==> config.mk <==
export PLATFORM = sky130hd
export DESIGN_NAME = keypad_scan_with_autorepeat_unit_flat
export DESIGN_NICKNAME = d
export VERILOG_FILES = /design/src/kpsc_pkg.sv /design/src/kpsc_if.sv /design/src/kpsc_regs.sv /design/src/kpsc_core.sv /design/src/keypad_scan_with_autorepeat_unit.sv /design/src/flat_wrapper.sv
export VERILOG_INCLUDE_DIRS = /design/src /design/src/src
export SDC_FILE = /design/constraint.sdc
export NUM_CORES = 1
export LEC_CHECK = 0
export BUFFER_PORTS_ARGS = -buffer_cell sky130_fd_sc_hd__buf_2
export CORE_UTILIZATION = 52
export CTS_CLUSTER_DIAMETER = 50
export DETAILED_ROUTE_END_ITERATION = 8
export PLACE_DENSITY = 0.78
export SKIP_LAST_GASP = 1
export SLEW_MARGIN = 30
export SYNTH_ARGS = -nofsm -noshare
export SYNTH_HDL_FRONTEND = slang
export SYNTH_SLANG_ARGS = --single-unit
==> constraint.sdc <==
create_clock -name clk -period 7.2 [get_ports clk]
set_input_delay 0.36 -clock clk [delete_from_list [all_inputs] [get_ports clk]]
set_output_delay 0.36 -clock clk [all_outputs]
set_load 0.005 [all_outputs]
==> src/assert_macros.svh <==
// ----------------------------------------------------------------------------
// assert_macros.svh
// Concurrent assertion helpers clocked on clk, with checks off during reset.
// ----------------------------------------------------------------------------
`ifndef ASSERT_MACROS_SVH
`define ASSERT_MACROS_SVH

// Check a property at every rising edge of clk outside reset.
`define ASSERT_CLK(label, prop, msg) \
    label: assert property (@(posedge clk) disable iff (!rst_n) (prop)) else $error(msg);

// Check that a condition implies a consequence at the next edge of clk.
`define ASSERT_NEXT(label, cond, cons, msg) \
    `ASSERT_CLK(label, (cond) |=> (cons), msg)

`endif

==> src/kpsc_pkg.sv <==
// ----------------------------------------------------------------------------
// kpsc_pkg
// Shared types and constants of the keypad scanner with auto-repeat.
// ----------------------------------------------------------------------------
package kpsc_pkg;

    localparam int KEYS_W       = 6;
    localparam int NUM_KEYS_DEF = 6;
    localparam int KEY_W        = 3;
    localparam int TICK_W       = 10;
    localparam int PER_W        = 8;
    localparam int REP_W        = 4;
    localparam int ADDR_W       = 4;
    localparam int DATA_W       = 32;

    typedef logic [KEYS_W-1:0] keys_t;
    typedef logic [KEY_W-1:0]  key_t;
    typedef logic [TICK_W-1:0] tick_t;
    typedef logic [PER_W-1:0]  per_t;
    typedef logic [REP_W-1:0]  rep_t;

    localparam tick_t TICK_MAX = '1;

    localparam key_t ARROW_KEY_LO = 3'd2;
    localparam key_t ARROW_KEY_HI = 3'd3;

    localparam per_t PERIOD_NORMAL_RST = 8'd16;
    localparam per_t PERIOD_ARROWS_RST = 8'd12;
    localparam rep_t ACCEL_AFTER_RST   = 4'd10;

    typedef enum logic [1:0] {
        PH_CHECK   = 2'd0,
        PH_CONFIRM = 2'd1,
        PH_RELEASE = 2'd2
    } phase_t;

    typedef enum logic [1:0] {
        EV_NONE  = 2'd0,
        EV_SHORT = 2'd1,
        EV_LONG  = 2'd2
    } ev_t;

    typedef enum logic [1:0] {
        REG_PERIOD_NORMAL = 2'd0,
        REG_PERIOD_ARROWS = 2'd1,
        REG_ACCEL_AFTER   = 2'd2
    } reg_idx_t;

    typedef struct packed {
        per_t period_normal;
        per_t period_arrows;
        rep_t accel_after;
    } cfg_t;

endpackage

==> src/kpsc_if.sv <==
// ----------------------------------------------------------------------------
// kpsc_key_if / kpsc_evt_if
// Valid/ready channels for scan ticks and key events.
// ----------------------------------------------------------------------------
interface kpsc_key_if;
    logic                valid;
    logic                ready;
    kpsc_pkg::keys_t     keys_pressed;

    modport source (output valid, output keys_pressed, input ready);
    modport sink   (input valid, input keys_pressed, output ready);
endinterface

interface kpsc_evt_if;
    logic                valid;
    logic                ready;
    logic [1:0]          event_res;
    kpsc_pkg::key_t      key_id;

    modport source (output valid, output event_res, output key_id, input ready);
    modport sink   (input valid, input event_res, input key_id, output ready);
endinterface

==> src/kpsc_regs.sv <==
// ----------------------------------------------------------------------------
// kpsc_regs
// APB-style configuration registers: repeat periods and acceleration count.
// ----------------------------------------------------------------------------
`include "assert_macros.svh"

module kpsc_regs
(
    input  logic                          clk,
    input  logic                          rst_n,
    input  logic                          psel,
    input  logic                          penable,
    input  logic                          pwrite,
    input  logic [kpsc_pkg::ADDR_W-1:0]   paddr,
    input  logic [kpsc_pkg::DATA_W-1:0]   pwdata,
    output logic [kpsc_pkg::DATA_W-1:0]   prdata,
    output logic                          pready,
    output kpsc_pkg::cfg_t                cfg
);

    kpsc_pkg::cfg_t     cfg_reg;
    logic               wr_en;
    kpsc_pkg::reg_idx_t idx;

    assign pready = 1'b1;
    assign wr_en  = psel && penable && pwrite && pready;
    assign idx    = kpsc_pkg::reg_idx_t'(paddr[kpsc_pkg::ADDR_W-1:2]);
    assign cfg    = cfg_reg;

    always_ff @(posedge clk or negedge rst_n)
    begin
        if (!rst_n)
        begin
            cfg_reg.period_normal <= kpsc_pkg::PERIOD_NORMAL_RST;
            cfg_reg.period_arrows <= kpsc_pkg::PERIOD_ARROWS_RST;
            cfg_reg.accel_after   <= kpsc_pkg::ACCEL_AFTER_RST;
        end
        else if (wr_en)
        begin
            unique case (idx)
                kpsc_pkg::REG_PERIOD_NORMAL:
                    cfg_reg.period_normal <= pwdata[kpsc_pkg::PER_W-1:0];
                kpsc_pkg::REG_PERIOD_ARROWS:
                    cfg_reg.period_arrows <= pwdata[kpsc_pkg::PER_W-1:0];
                kpsc_pkg::REG_ACCEL_AFTER:
                    cfg_reg.accel_after   <= pwdata[kpsc_pkg::REP_W-1:0];
                default:
                    ;
            endcase
        end
    end

    always_comb
    begin
        unique case (idx)
            kpsc_pkg::REG_PERIOD_NORMAL:
                prdata = kpsc_pkg::DATA_W'(cfg_reg.period_normal);
            kpsc_pkg::REG_PERIOD_ARROWS:
                prdata = kpsc_pkg::DATA_W'(cfg_reg.period_arrows);
            kpsc_pkg::REG_ACCEL_AFTER:
                prdata = kpsc_pkg::DATA_W'(cfg_reg.accel_after);
            default:
                prdata = '0;
        endcase
    end

    `ASSERT_NEXT(a_accel_written, wr_en && idx == kpsc_pkg::REG_ACCEL_AFTER, cfg_reg.accel_after == $past(pwdata[kpsc_pkg::REP_W-1:0]), "accel_after write lost")

endmodule

==> src/kpsc_core.sv <==
// ----------------------------------------------------------------------------
// kpsc_core
// Debounce state machine with short press, long press and accelerating auto-repeat.
// ----------------------------------------------------------------------------
`include "assert_macros.svh"

module kpsc_core
#(
    parameter int NUM_KEYS = kpsc_pkg::NUM_KEYS_DEF
)
(
    input  logic              clk,
    input  logic              rst_n,
    input  logic              step,
    input  kpsc_pkg::keys_t   keys_pressed,
    input  kpsc_pkg::cfg_t    cfg,
    output kpsc_pkg::ev_t     ev,
    output kpsc_pkg::key_t    key_id
);

    localparam int SCAN = (NUM_KEYS < kpsc_pkg::KEYS_W) ? NUM_KEYS : kpsc_pkg::KEYS_W;

    kpsc_pkg::phase_t phase_reg, phase_next;
    kpsc_pkg::tick_t  tick_reg, tick_next;
    kpsc_pkg::rep_t   rep_reg, rep_next;
    logic             held_reg, held_next;
    kpsc_pkg::key_t   key_reg, key_next;

    logic             pressed;
    kpsc_pkg::key_t   first_key;
    kpsc_pkg::per_t   per;

    // lowest-numbered pressed key wins
    always_comb
    begin
        first_key = '0;
        pressed   = 1'b0;
        for (int n = SCAN - 1; n >= 0; n--)
        begin
            if (keys_pressed[n])
            begin
                first_key = kpsc_pkg::key_t'(n);
                pressed   = 1'b1;
            end
        end
    end

    always_comb
    begin
        phase_next = phase_reg;
        tick_next  = tick_reg;
        rep_next   = rep_reg;
        held_next  = held_reg;
        key_next   = key_reg;
        ev         = kpsc_pkg::EV_NONE;
        per        = cfg.period_normal;
        unique case (phase_reg)
            kpsc_pkg::PH_CONFIRM:
            begin
                if (pressed)
                begin
                    key_next  = first_key;
                    held_next = 1'b1;
                    if (tick_reg != kpsc_pkg::TICK_MAX)
                        tick_next = tick_reg + 1'b1;
                    if (key_next == kpsc_pkg::ARROW_KEY_LO ||
                        key_next == kpsc_pkg::ARROW_KEY_HI)
                        per = cfg.period_arrows;
                    // first long event after twice the period
                    if (rep_reg == '0 &&
                        tick_next > kpsc_pkg::TICK_W'({per, 1'b0}))
                    begin
                        ev        = kpsc_pkg::EV_LONG;
                        tick_next = '0;
                        held_next = 1'b0;
                        rep_next  = rep_reg + 1'b1;
                    end
                    if (rep_next < cfg.accel_after && rep_next != '0)
                    begin
                        if (tick_next > kpsc_pkg::TICK_W'(per))
                        begin
                            ev        = kpsc_pkg::EV_LONG;
                            tick_next = '0;
                            held_next = 1'b0;
                            rep_next  = rep_next + 1'b1;
                        end
                    end
                    else if (rep_next >= cfg.accel_after)
                    begin
                        // fast repeat at a quarter period
                        if (tick_next > kpsc_pkg::TICK_W'(per >> 2))
                        begin
                            ev        = kpsc_pkg::EV_LONG;
                            tick_next = '0;
                            held_next = 1'b0;
                        end
                    end
                end
                else
                begin
                    rep_next = '0;
                    if (held_reg)
                    begin
                        ev         = kpsc_pkg::EV_SHORT;
                        phase_next = kpsc_pkg::PH_RELEASE;
                    end
                    else
                        phase_next = kpsc_pkg::PH_CHECK;
                end
            end
            kpsc_pkg::PH_RELEASE:
            begin
                if (!pressed)
                    phase_next = kpsc_pkg::PH_CHECK;
            end
            default:
            begin
                phase_next = pressed ? kpsc_pkg::PH_CONFIRM : kpsc_pkg::PH_CHECK;
                tick_next  = '0;
                held_next  = 1'b0;
            end
        endcase
    end

    assign key_id = (ev != kpsc_pkg::EV_NONE) ? key_next : '0;

    always_ff @(posedge clk or negedge rst_n)
    begin
        if (!rst_n)
        begin
            phase_reg <= kpsc_pkg::PH_CHECK;
            tick_reg  <= '0;
            rep_reg   <= '0;
            held_reg  <= 1'b0;
            key_reg   <= '0;
        end
        else if (step)
        begin
            phase_reg <= phase_next;
            tick_reg  <= tick_next;
            rep_reg   <= rep_next;
            held_reg  <= held_next;
            key_reg   <= key_next;
        end
    end

    `ASSERT_CLK(a_long_in_confirm, step && ev == kpsc_pkg::EV_LONG |-> phase_reg == kpsc_pkg::PH_CONFIRM && pressed, "long event outside held confirm")
    `ASSERT_NEXT(a_short_to_release, step && ev == kpsc_pkg::EV_SHORT, phase_reg == kpsc_pkg::PH_RELEASE, "short event did not enter release")
    `ASSERT_NEXT(a_check_clears, step && phase_reg == kpsc_pkg::PH_CHECK, tick_reg == '0 && !held_reg, "check phase left stale counters")
    `ASSERT_NEXT(a_long_clears_mark, step && ev == kpsc_pkg::EV_LONG, tick_reg == '0 && !held_reg, "long event left counters")

endmodule

==> src/keypad_scan_with_autorepeat_unit.sv <==
// ----------------------------------------------------------------------------
// keypad_scan_with_autorepeat_unit
// Keypad debounce with short press, long press and accelerating auto-repeat.
// ----------------------------------------------------------------------------
//  channel   dir  payload                    handshake
//  key_in    in   keys_pressed[5:0]          valid/ready
//  evt_out   out  event_res[1:0], key_id[2:0] valid/ready
//  apb       in   paddr[3:0], pwdata[31:0]   psel/penable, pready tied high
//
//  One request per cycle unless stalled; each scan tick yields one event.
//  The input register and the event register form a two-stage pipeline.
//  A stalled event register holds the tick in the input register; the
//  input side keeps taking requests while the input register is free.
//  rst_n clears phase, counters and valid flags; registers return to
//  16, 12 and 10.
// ----------------------------------------------------------------------------
`include "assert_macros.svh"

module keypad_scan_with_autorepeat_unit
#(
    parameter int NUM_KEYS = kpsc_pkg::NUM_KEYS_DEF
)
(
    input  logic                          clk,
    input  logic                          rst_n,
    kpsc_key_if.sink                      key_in,
    kpsc_evt_if.source                    evt_out,
    input  logic                          psel,
    input  logic                          penable,
    input  logic                          pwrite,
    input  logic [kpsc_pkg::ADDR_W-1:0]   paddr,
    input  logic [kpsc_pkg::DATA_W-1:0]   pwdata,
    output logic [kpsc_pkg::DATA_W-1:0]   prdata,
    output logic                          pready
);

    kpsc_pkg::cfg_t   cfg;
    logic             in_valid_reg, in_valid_next;
    kpsc_pkg::keys_t  in_keys_reg;
    logic             out_valid_reg, out_valid_next;
    kpsc_pkg::ev_t    out_ev_reg;
    kpsc_pkg::key_t   out_key_reg;
    logic             advance;
    logic             take;
    logic             step;
    kpsc_pkg::ev_t    ev;
    kpsc_pkg::key_t   key_id;

    kpsc_regs u_regs
    (
        .clk     (clk),
        .rst_n   (rst_n),
        .psel    (psel),
        .penable (penable),
        .pwrite  (pwrite),
        .paddr   (paddr),
        .pwdata  (pwdata),
        .prdata  (prdata),
        .pready  (pready),
        .cfg     (cfg)
    );

    kpsc_core #(.NUM_KEYS(NUM_KEYS)) u_core
    (
        .clk          (clk),
        .rst_n        (rst_n),
        .step         (step),
        .keys_pressed (in_keys_reg),
        .cfg          (cfg),
        .ev           (ev),
        .key_id       (key_id)
    );

    assign advance      = !out_valid_reg || evt_out.ready;
    assign step         = in_valid_reg && advance;
    assign key_in.ready = !in_valid_reg || advance;
    assign take         = key_in.valid && key_in.ready;

    assign in_valid_next  = take ? 1'b1 : (advance ? 1'b0 : in_valid_reg);
    assign out_valid_next = advance ? in_valid_reg : out_valid_reg;

    always_ff @(posedge clk or negedge rst_n)
    begin
        if (!rst_n)
        begin
            in_valid_reg  <= 1'b0;
            out_valid_reg <= 1'b0;
        end
        else
        begin
            in_valid_reg  <= in_valid_next;
            out_valid_reg <= out_valid_next;
        end
    end

    always_ff @(posedge clk)
    begin
        if (take)
            in_keys_reg <= key_in.keys_pressed;
        if (step)
        begin
            out_ev_reg  <= ev;
            out_key_reg <= key_id;
        end
    end

    assign evt_out.valid     = out_valid_reg;
    assign evt_out.event_res = out_ev_reg;
    assign evt_out.key_id    = out_key_reg;

    `ASSERT_NEXT(a_stall_holds_tick, in_valid_reg && !advance, in_valid_reg && $stable(in_keys_reg), "pending tick lost during stall")
    `ASSERT_NEXT(a_step_fills_out, step, out_valid_reg, "processed tick did not reach event register")

endmodule

==> src/flat_wrapper.sv <==
// flat-port wrapper written by rule: the top's interface ports become plain ports
module keypad_scan_with_autorepeat_unit_flat 
#(
    parameter int NUM_KEYS = kpsc_pkg::NUM_KEYS_DEF
)
  (clk, rst_n, psel, penable, pwrite, paddr, pwdata, prdata, pready, key_in_valid, key_in_keys_pressed, key_in_ready, evt_out_valid, evt_out_event_res, evt_out_key_id, evt_out_ready);
  kpsc_key_if key_in_i ();
  kpsc_evt_if evt_out_i ();
  input  logic clk;
  input  logic rst_n;
  input  logic psel;
  input  logic penable;
  input  logic pwrite;
  input  logic [kpsc_pkg::ADDR_W-1:0] paddr;
  input  logic [kpsc_pkg::DATA_W-1:0] pwdata;
  output logic [kpsc_pkg::DATA_W-1:0] prdata;
  output logic pready;
  input wire logic [$bits(key_in_i.valid)-1:0] key_in_valid;
  input wire logic [$bits(key_in_i.keys_pressed)-1:0] key_in_keys_pressed;
  output wire logic [$bits(key_in_i.ready)-1:0] key_in_ready;
  output wire logic [$bits(evt_out_i.valid)-1:0] evt_out_valid;
  output wire logic [$bits(evt_out_i.event_res)-1:0] evt_out_event_res;
  output wire logic [$bits(evt_out_i.key_id)-1:0] evt_out_key_id;
  input wire logic [$bits(evt_out_i.ready)-1:0] evt_out_ready;
  assign key_in_i.valid = key_in_valid;
  assign key_in_i.keys_pressed = key_in_keys_pressed;
  assign key_in_ready = key_in_i.ready;
  assign evt_out_valid = evt_out_i.valid;
  assign evt_out_event_res = evt_out_i.event_res;
  assign evt_out_key_id = evt_out_i.key_id;
  assign evt_out_i.ready = evt_out_ready;
  keypad_scan_with_autorepeat_unit #(.NUM_KEYS(NUM_KEYS)) u_core (.clk(clk), .rst_n(rst_n), .key_in(key_in_i), .evt_out(evt_out_i), .psel(psel), .penable(penable), .pwrite(pwrite), .paddr(paddr), .pwdata(pwdata), .prdata(prdata), .pready(pready));
endmodule
==> results of run 1 <==
-- layout by cell type (no fill, tap or decap), types with 5 or more instances in the layout --
master and n:
a21o_1 6, a21oi_1 7, and3_1 5, buf_2 36, clkbuf_8 5, conb_1 25
dfrtp_1 37, dfstp_2 5, edfxtp_1 11, ha_1 33, inv_1 23, mux2_2 20
mux2i_1 18, nand2_1 50, nand3_1 10, nand4_1 7, nor2_1 22, nor3_1 5
o21ai_0 32
-- logic make-up (layout without fill, tap and decap cells) --
family,Yosys count,in the layout
adder cells (fa/ha/maj),33,33
multiplexers,39,39
flip-flops,53,53
buffers and inverters,54,69
AO/OA/AOI/OAI,76,76
XOR/XNOR,7,7
AND/OR/NAND/NOR,127,127
other,2,25
-- worst reg2reg max path, delay by kind of cell (launching register included) --
| family | cells | cell delay [ns] |
|---|---|---|
| DFF | 1 | 0.48 |
| adders and majority gates | 3 | 1.06 |
| AOI/OAI and AO/OA | 7 | 1.54 |
| muxes | 1 | 0.35 |
| and+or+nand+nor | 9 | 1.92 |
| xor gates and xnor gates | 1 | 0.30 |
| buffers and inverters | 1 | 0.10 |
-- power groups by stage --
stage / logic [W] / clock network [W] / registers [W]
6_report: 0.000444 / 0.000171 / 0.000417
3_3_place_gp: 0.000412 / 0 / 0.000420
3_5_place_dp: 0.000439 / 0 / 0.000423
4_1_cts: 0.000442 / 0.000173 / 0.000417
2_1_floorplan: 0.000343 / 0 / 0.000411
5_1_grt: 0.000498 / 0.000182 / 0.000426
-- area by class of cell --
class / count / share of cell area, %
Tap cell: 96 / 2.98
Timing Repair Buffer: 38 / 4.85
Clock inverter: 2 / 0.342
Multi-Input combinational cell: 307 / 53.4
Inverter: 23 / 2.14
Sequential cell: 53 / 34.5
Clock buffer: 6 / 1.80
-- per-layer routing --
metal	global-route usage [%]	vias to the layer above	share of wire (%)
li1	-	1412	-
met1	28.3	1346	46
met2	37.4	76	50
met3	2.75	12	3.0
met4	5.91	0	1.5
met5	0	-	0
-- through the flow --
stage,instance area [um2],util [%]
2_1_floorplan,3830,-
3_3_place_gp,3930,57.2
3_5_place_dp,3940,57.3
4_1_cts,4020,58.6
5_1_grt,4030,58.6
6_report,4030,58.6
-- worst max-delay path by stage --
stage / to / slack (ns) / depth (start not counted)
after floorplan: u_core.u_core.tick_reg[3] / 2.21 / 20
after global placement: u_core.evt_out.key_id[0] / 1.56 / 22
after detailed placement: u_core.evt_out.key_id[0] / 1.37 / 22
after CTS: u_core.evt_out.key_id[0] / 1.30 / 22
after global routing: u_core.evt_out.key_id[0] / 0.76 / 22
final: u_core.evt_out.key_id[0] / 1.28 / 22
==> impl_metrics.toml, run 1 <==
[worst_setup_path]
r2r_end = "u_core.evt_out.key_id[0]"
cp_max_fo = 17
arrival_ns = 6.05
rr_worst_depth = 22
worst-path-buf-inv = 1
r2r-start = "u_core.u_core.tick_reg[0]"
startpoint_type = "flop"
cp-startpoint = "u_core.u_core.tick_reg[0]"
crit_type = "reg -> reg"
cpMaxStageDelayCell = "o21ai_0"
r2r_slack_ns = 1.28
cp-end-kind = "flop"
crit_family = "simple AND/OR/NAND/NOR gates"
crit_top_cell = "ha_1"
cp.required_ns = 7.32
path_cells = "ha_1 > nand2_1 > nor2_1 > nor3_1 > xnor2_1 > inv_1 > ha_1 > nand4_1 > or3b_1 > nor3b_1 > or3_4 > a21oi_4 > o21ai_0 > ha_1 > a21o_1 > a31oi_1 > and3_1 > a31oi_2 > mux2_4 > nand2_1 > a21oi_2 > o31ai_1"
crit_path_max_incr_delay_ns = 0.49

[route]
ant_nets = 0
via_per_inst = 5.42
routed_wl_mm = 7.58
avgRoutedWirePerCell_um = 14.4
num_vias = 2846
drc_errors = 0
firstDrtPassIters = 4
drt_iter0_drc = 103

[synth]
yosysTopAreaCellShare_pct = 24.7
synth.distinct_cells = 59
synth_edf_count = 11
synth_most_common_cell = "nand2_1"
ys_seq_area_share_pct = 37.0
syn_inst = 391
ys_seq_elements = 53
post_synth_xor_area_fraction_pct = 1.64
synth_area_um2 = 3750
synthTopCellsByCount = "nand2_1, dfrtp_1, ha_1"
synth_compound_area_share_pct = 13.9
syn_avg_cell_area_um2 = 9.58
synthArstFlopShare_pct = 79.2
synth-simple-area-share_pct = 16.9
yosysTopAreaCell = "dfrtp_1"
yosysWarnings = 0
synthAdderAreaFrac_pct = 11.0
synth_ff_type = "dfrtp_1"
synth_top_family_by_area = "simple AND/OR/NAND/NOR gates"
synth.area.mux_share_pct = 11.2
ys_top_cells_by_area = "dfrtp_1, ha_1, edfxtp_1"

[final_layout]
area_growth_pct = 7.45
nets = 510
fillCellCount = 591
stdcell_count = 525
multi_input_area_um2 = 2150
regArea_um2 = 1390
drive_gt1_share_pct = 20.3
antennaDiodeCount = 0
largest_reg_flops = 20

[clock_tree]
post_cts_resized = 0
clock_path_buffers = 2
hold_buffers = 0
cts_buffers = 5
cts_setup_buffers = 0
clock-sinks = 53
clock_latency_ns = 0.30
cts_tree = "built"
htree_levels = 2
cts.reportedPaths.clkPinSlew_ns = 0.10
clockRootBuffer = "clkbuf_8"

[sta]
fin_hold_ws_ns = 0.0289
fin_skew_ns = 0.00452
maxSlewViolCount = 0
rsz0062_at_grt = "false"
setup-tns-final_ns = 0
hold_viol_final = 0
clock.fmax_ghz = 0.169
period_share_pct = 82.3
fin_ws_ns = 1.28
finalCriticalPeriod_ns = 5.92
slew_headroom_pct = 44.7
finalSetupViolCount = 0
tightest_slew_ns = 0.827

[floorplanning]
core_area_um2 = 6870
std_cell_rows = 30
die_area_um2 = 7550
die_h_um = 86.9
ios = 89
initial_core_util_pct = 54.5
dieWidth_um = 86.9

[pwr]
p_comb_share_pct = 43.0
internal_power_w = 0.000625
p_sw_w = 0.000408
pwr-share-seq_pct = 40.4
p_leak_nw = 1.98
clkPwrFrac_pct = 16.6
ir_drop_mv = 0.119
power_w = 0.00103
power_density_nw_per_um2 = 257
sw_frac_of_total_pct = 39.5

[global_routing]
grt_pass1_vias = 2781
grtUsageTotal_pct = 21.5
grt_overflow = 0
grt_max_degree = 43
grt_antenna_before_repair = 0
grt_pass1_wl_mm = 12.8

[placement]
place_inst = 517
hpwl_mm = 5.88
pre_cts_ws_ns = 1.37
io_buffers = 37
globalplace.congestion = 0.922

[hold_path]
hp-class = "in -> async"

[job]
cap_violations = 0

[status]
outcome = "finished, final reports clean"
No activity file was read; power rests on OpenSTA's default activity.
==> run 2, diff against run 1 <==
==> constraint.sdc (replaced) <==
create_clock -name clk -period 5.6 [get_ports clk]
set_input_delay 0.28 -clock clk [delete_from_list [all_inputs] [get_ports clk]]
set_output_delay 0.28 -clock clk [all_outputs]
set_load 0.005 [all_outputs]
==> impl_metrics.toml, run 2 (synthesis gave the netlist of run 1 again) <==
[final_layout]
largest_reg_flops = 20
antennaDiodeCount = 0
final_cell_mix = "nand2_1, dfrtp_1, buf_2"
area_growth_pct = 9.65
nets = 518
final_common_cell = "nand2_1"
drive_gt1_share_pct = 22.2

[placement]
pre_cts_ws_ns = 0.277
io_buffers = 37
hpwl_mm = 5.67
globalplace.congestion = 0.933

[route]
drc_errors = 0
via_per_inst = 5.42
routed_wl_mm = 7.38
ant_nets = 0
avgRoutedWirePerCell_um = 13.8
firstDrtPassIters = 5
num_vias = 2890
drt_iter0_drc = 148

[pwr]
p_comb_share_pct = 43.7
clkPwrFrac_pct = 17.1
internal_power_w = 0.000831
p_sw_w = 0.000528
p_leak_nw = 2.02
ir_drop_mv = 0.210
pwr-share-seq_pct = 39.2
sw_frac_of_total_pct = 38.8
power_density_nw_per_um2 = 331

[worst_setup_path]
startpoint_type = "flop"
cp.required_ns = 5.67
crit_type = "reg -> reg"
cp_max_fo = 12
cp-end-kind = "flop"
arrival_ns = 5.27

[global_routing]
grt_overflow = 0
grt_antenna_before_repair = 0
grt_pass1_vias = 2696
grt_pass1_wl_mm = 12.2
grt_max_degree = 43
grtUsageTotal_pct = 20.5

[clock_tree]
clockRootBuffer = "clkbuf_8"
clock-sinks = 53
cts_tree = "built"
clock_latency_ns = 0.31
htree_levels = 2
cts.reportedPaths.clkPinSlew_ns = 0.10
cts_buffers = 5
clock_path_buffers = 2

[floorplanning]
std_cell_rows = 30
dieWidth_um = 86.9
ios = 89
initial_core_util_pct = 54.5
core_area_um2 = 6870
die_h_um = 86.9
die_area_um2 = 7550

[hold_path]
hp-class = "in -> reg"

[sta]
rsz0062_at_grt = "false"
period_share_pct = 92.9
setup-tns-final_ns = 0
clock.fmax_ghz = 0.192
hold_viol_final = 0
slew_headroom_pct = 45.3
finalCriticalPeriod_ns = 5.20
maxSlewViolCount = 0
tightest_slew_ns = 0.818
finalSetupViolCount = 0
fin_skew_ns = 0.00953
fin_ws_ns = 0.398

[job]
cap_violations = 0

[status]
outcome = "finished, final reports clean"
run 2: changes by cell type in the layout (fill, tap and decap cells not counted), sizes merged:
cell / previous run / this run
buf: 38 / 45
dlygate4sd3: 0 / 1
run 2: area by class of cell:
| class | instances | area [um2] |
|---|---|---|
| Fill cell | 600 | 2760 |
| Clock buffer | 6 | 82.6 |
| Inverter | 23 | 86.3 |
| Sequential cell | 53 | 1390 |
| Timing Repair Buffer | 46 | 258 |
| Tap cell | 96 | 120 |
| Multi-Input combinational cell | 307 | 2160 |
| Clock inverter | 2 | 12.5 |
run 2: per-layer routing:
metal  track usage [%]  wire [um]  part of all wire (%)
met1              28.0       3500                    47
met2              33.8       3510                    48
met3              2.56        245                   3.3
met4              7.27        123                   1.7
met5                 0          0                     0
run 2: metrics by stage:
| stage | cells | area, um2 | hold WS [ns] | power, W | utilization [%] |
|---|---|---|---|---|---|
| CTS | 532 | 4080 | 0.126 | 0.00135 | 59.5 |
| floorplan | 414 | 3830 | -0.0156 | 0.000969 | - |
| detailed placement | 524 | 3990 | 0.458 | 0.00112 | 58.1 |
| finish | 533 | 4110 | 0.131 | 0.00136 | 59.8 |
| global placement | 524 | 3980 | 0.456 | 0.00109 | 58.0 |
| global route | 533 | 4110 | 0.122 | 0.00145 | 59.8 |
run 2: timing repair:
item	4_1_cts	5_1_grt
hold buffers	0	1
gates resized for setup	0	5
setup endpoints to repair	0	15
setup buffers	0	0
endpoints found under the hold margin	0	27
run 2: worst paths after layout:
| kind | start | end | slack, ns | cells after the start |
|---|---|---|---|---|
| worst min-delay path | key_in_keys_pressed[5] | u_core.in_keys_reg[5] | 0.13 | 1 |
| worst max-delay path | u_core.u_core.tick_reg[6] | u_core.evt_out.key_id[1] | 0.40 | 21 |
| worst min register to register | u_core.u_core.key_reg[0] | u_core.u_core.key_reg[0] | 0.50 | 2 |
| worst max register to register | u_core.u_core.tick_reg[6] | u_core.evt_out.key_id[1] | 0.40 | 21 |
| max in group asynchronous | rst_n | u_core.u_regs.cfg[7] | 4.74 | 2 |
| min in group asynchronous | rst_n | u_core.u_core.key_reg[1] | 0.49 | 2 |
run 2: power groups by stage:
stage                     Clock, W  Combinational [W]  Sequential, W
after floorplan                  0           0.000441       0.000528
after global placement           0           0.000554       0.000535
after detailed placement         0           0.000583       0.000540
after CTS                 0.000237           0.000585       0.000531
after global routing      0.000248           0.000663       0.000543
final                     0.000233           0.000593       0.000533
run 2: worst max-delay path, stage by stage, from the launching register on:
cell and delay [ns]:
dfrtp_1 0.46, and4_4 0.23, a2111oi_1 0.47, xnor2_1 0.21, inv_1 0.07, ha_1 0.31
and3_1 0.18, or3b_1 0.19, nor3b_2 0.06, or3_4 0.42, a21oi_4 0.37, nor2_1 0.15
ha_1 0.31, nor2b_1 0.14, o21a_1 0.16, o21ai_0 0.18, a21oi_1 0.10, o22ai_1 0.30
mux2_4 0.24, nand2_1 0.07, a21oi_2 0.22, o31ai_1 0.10
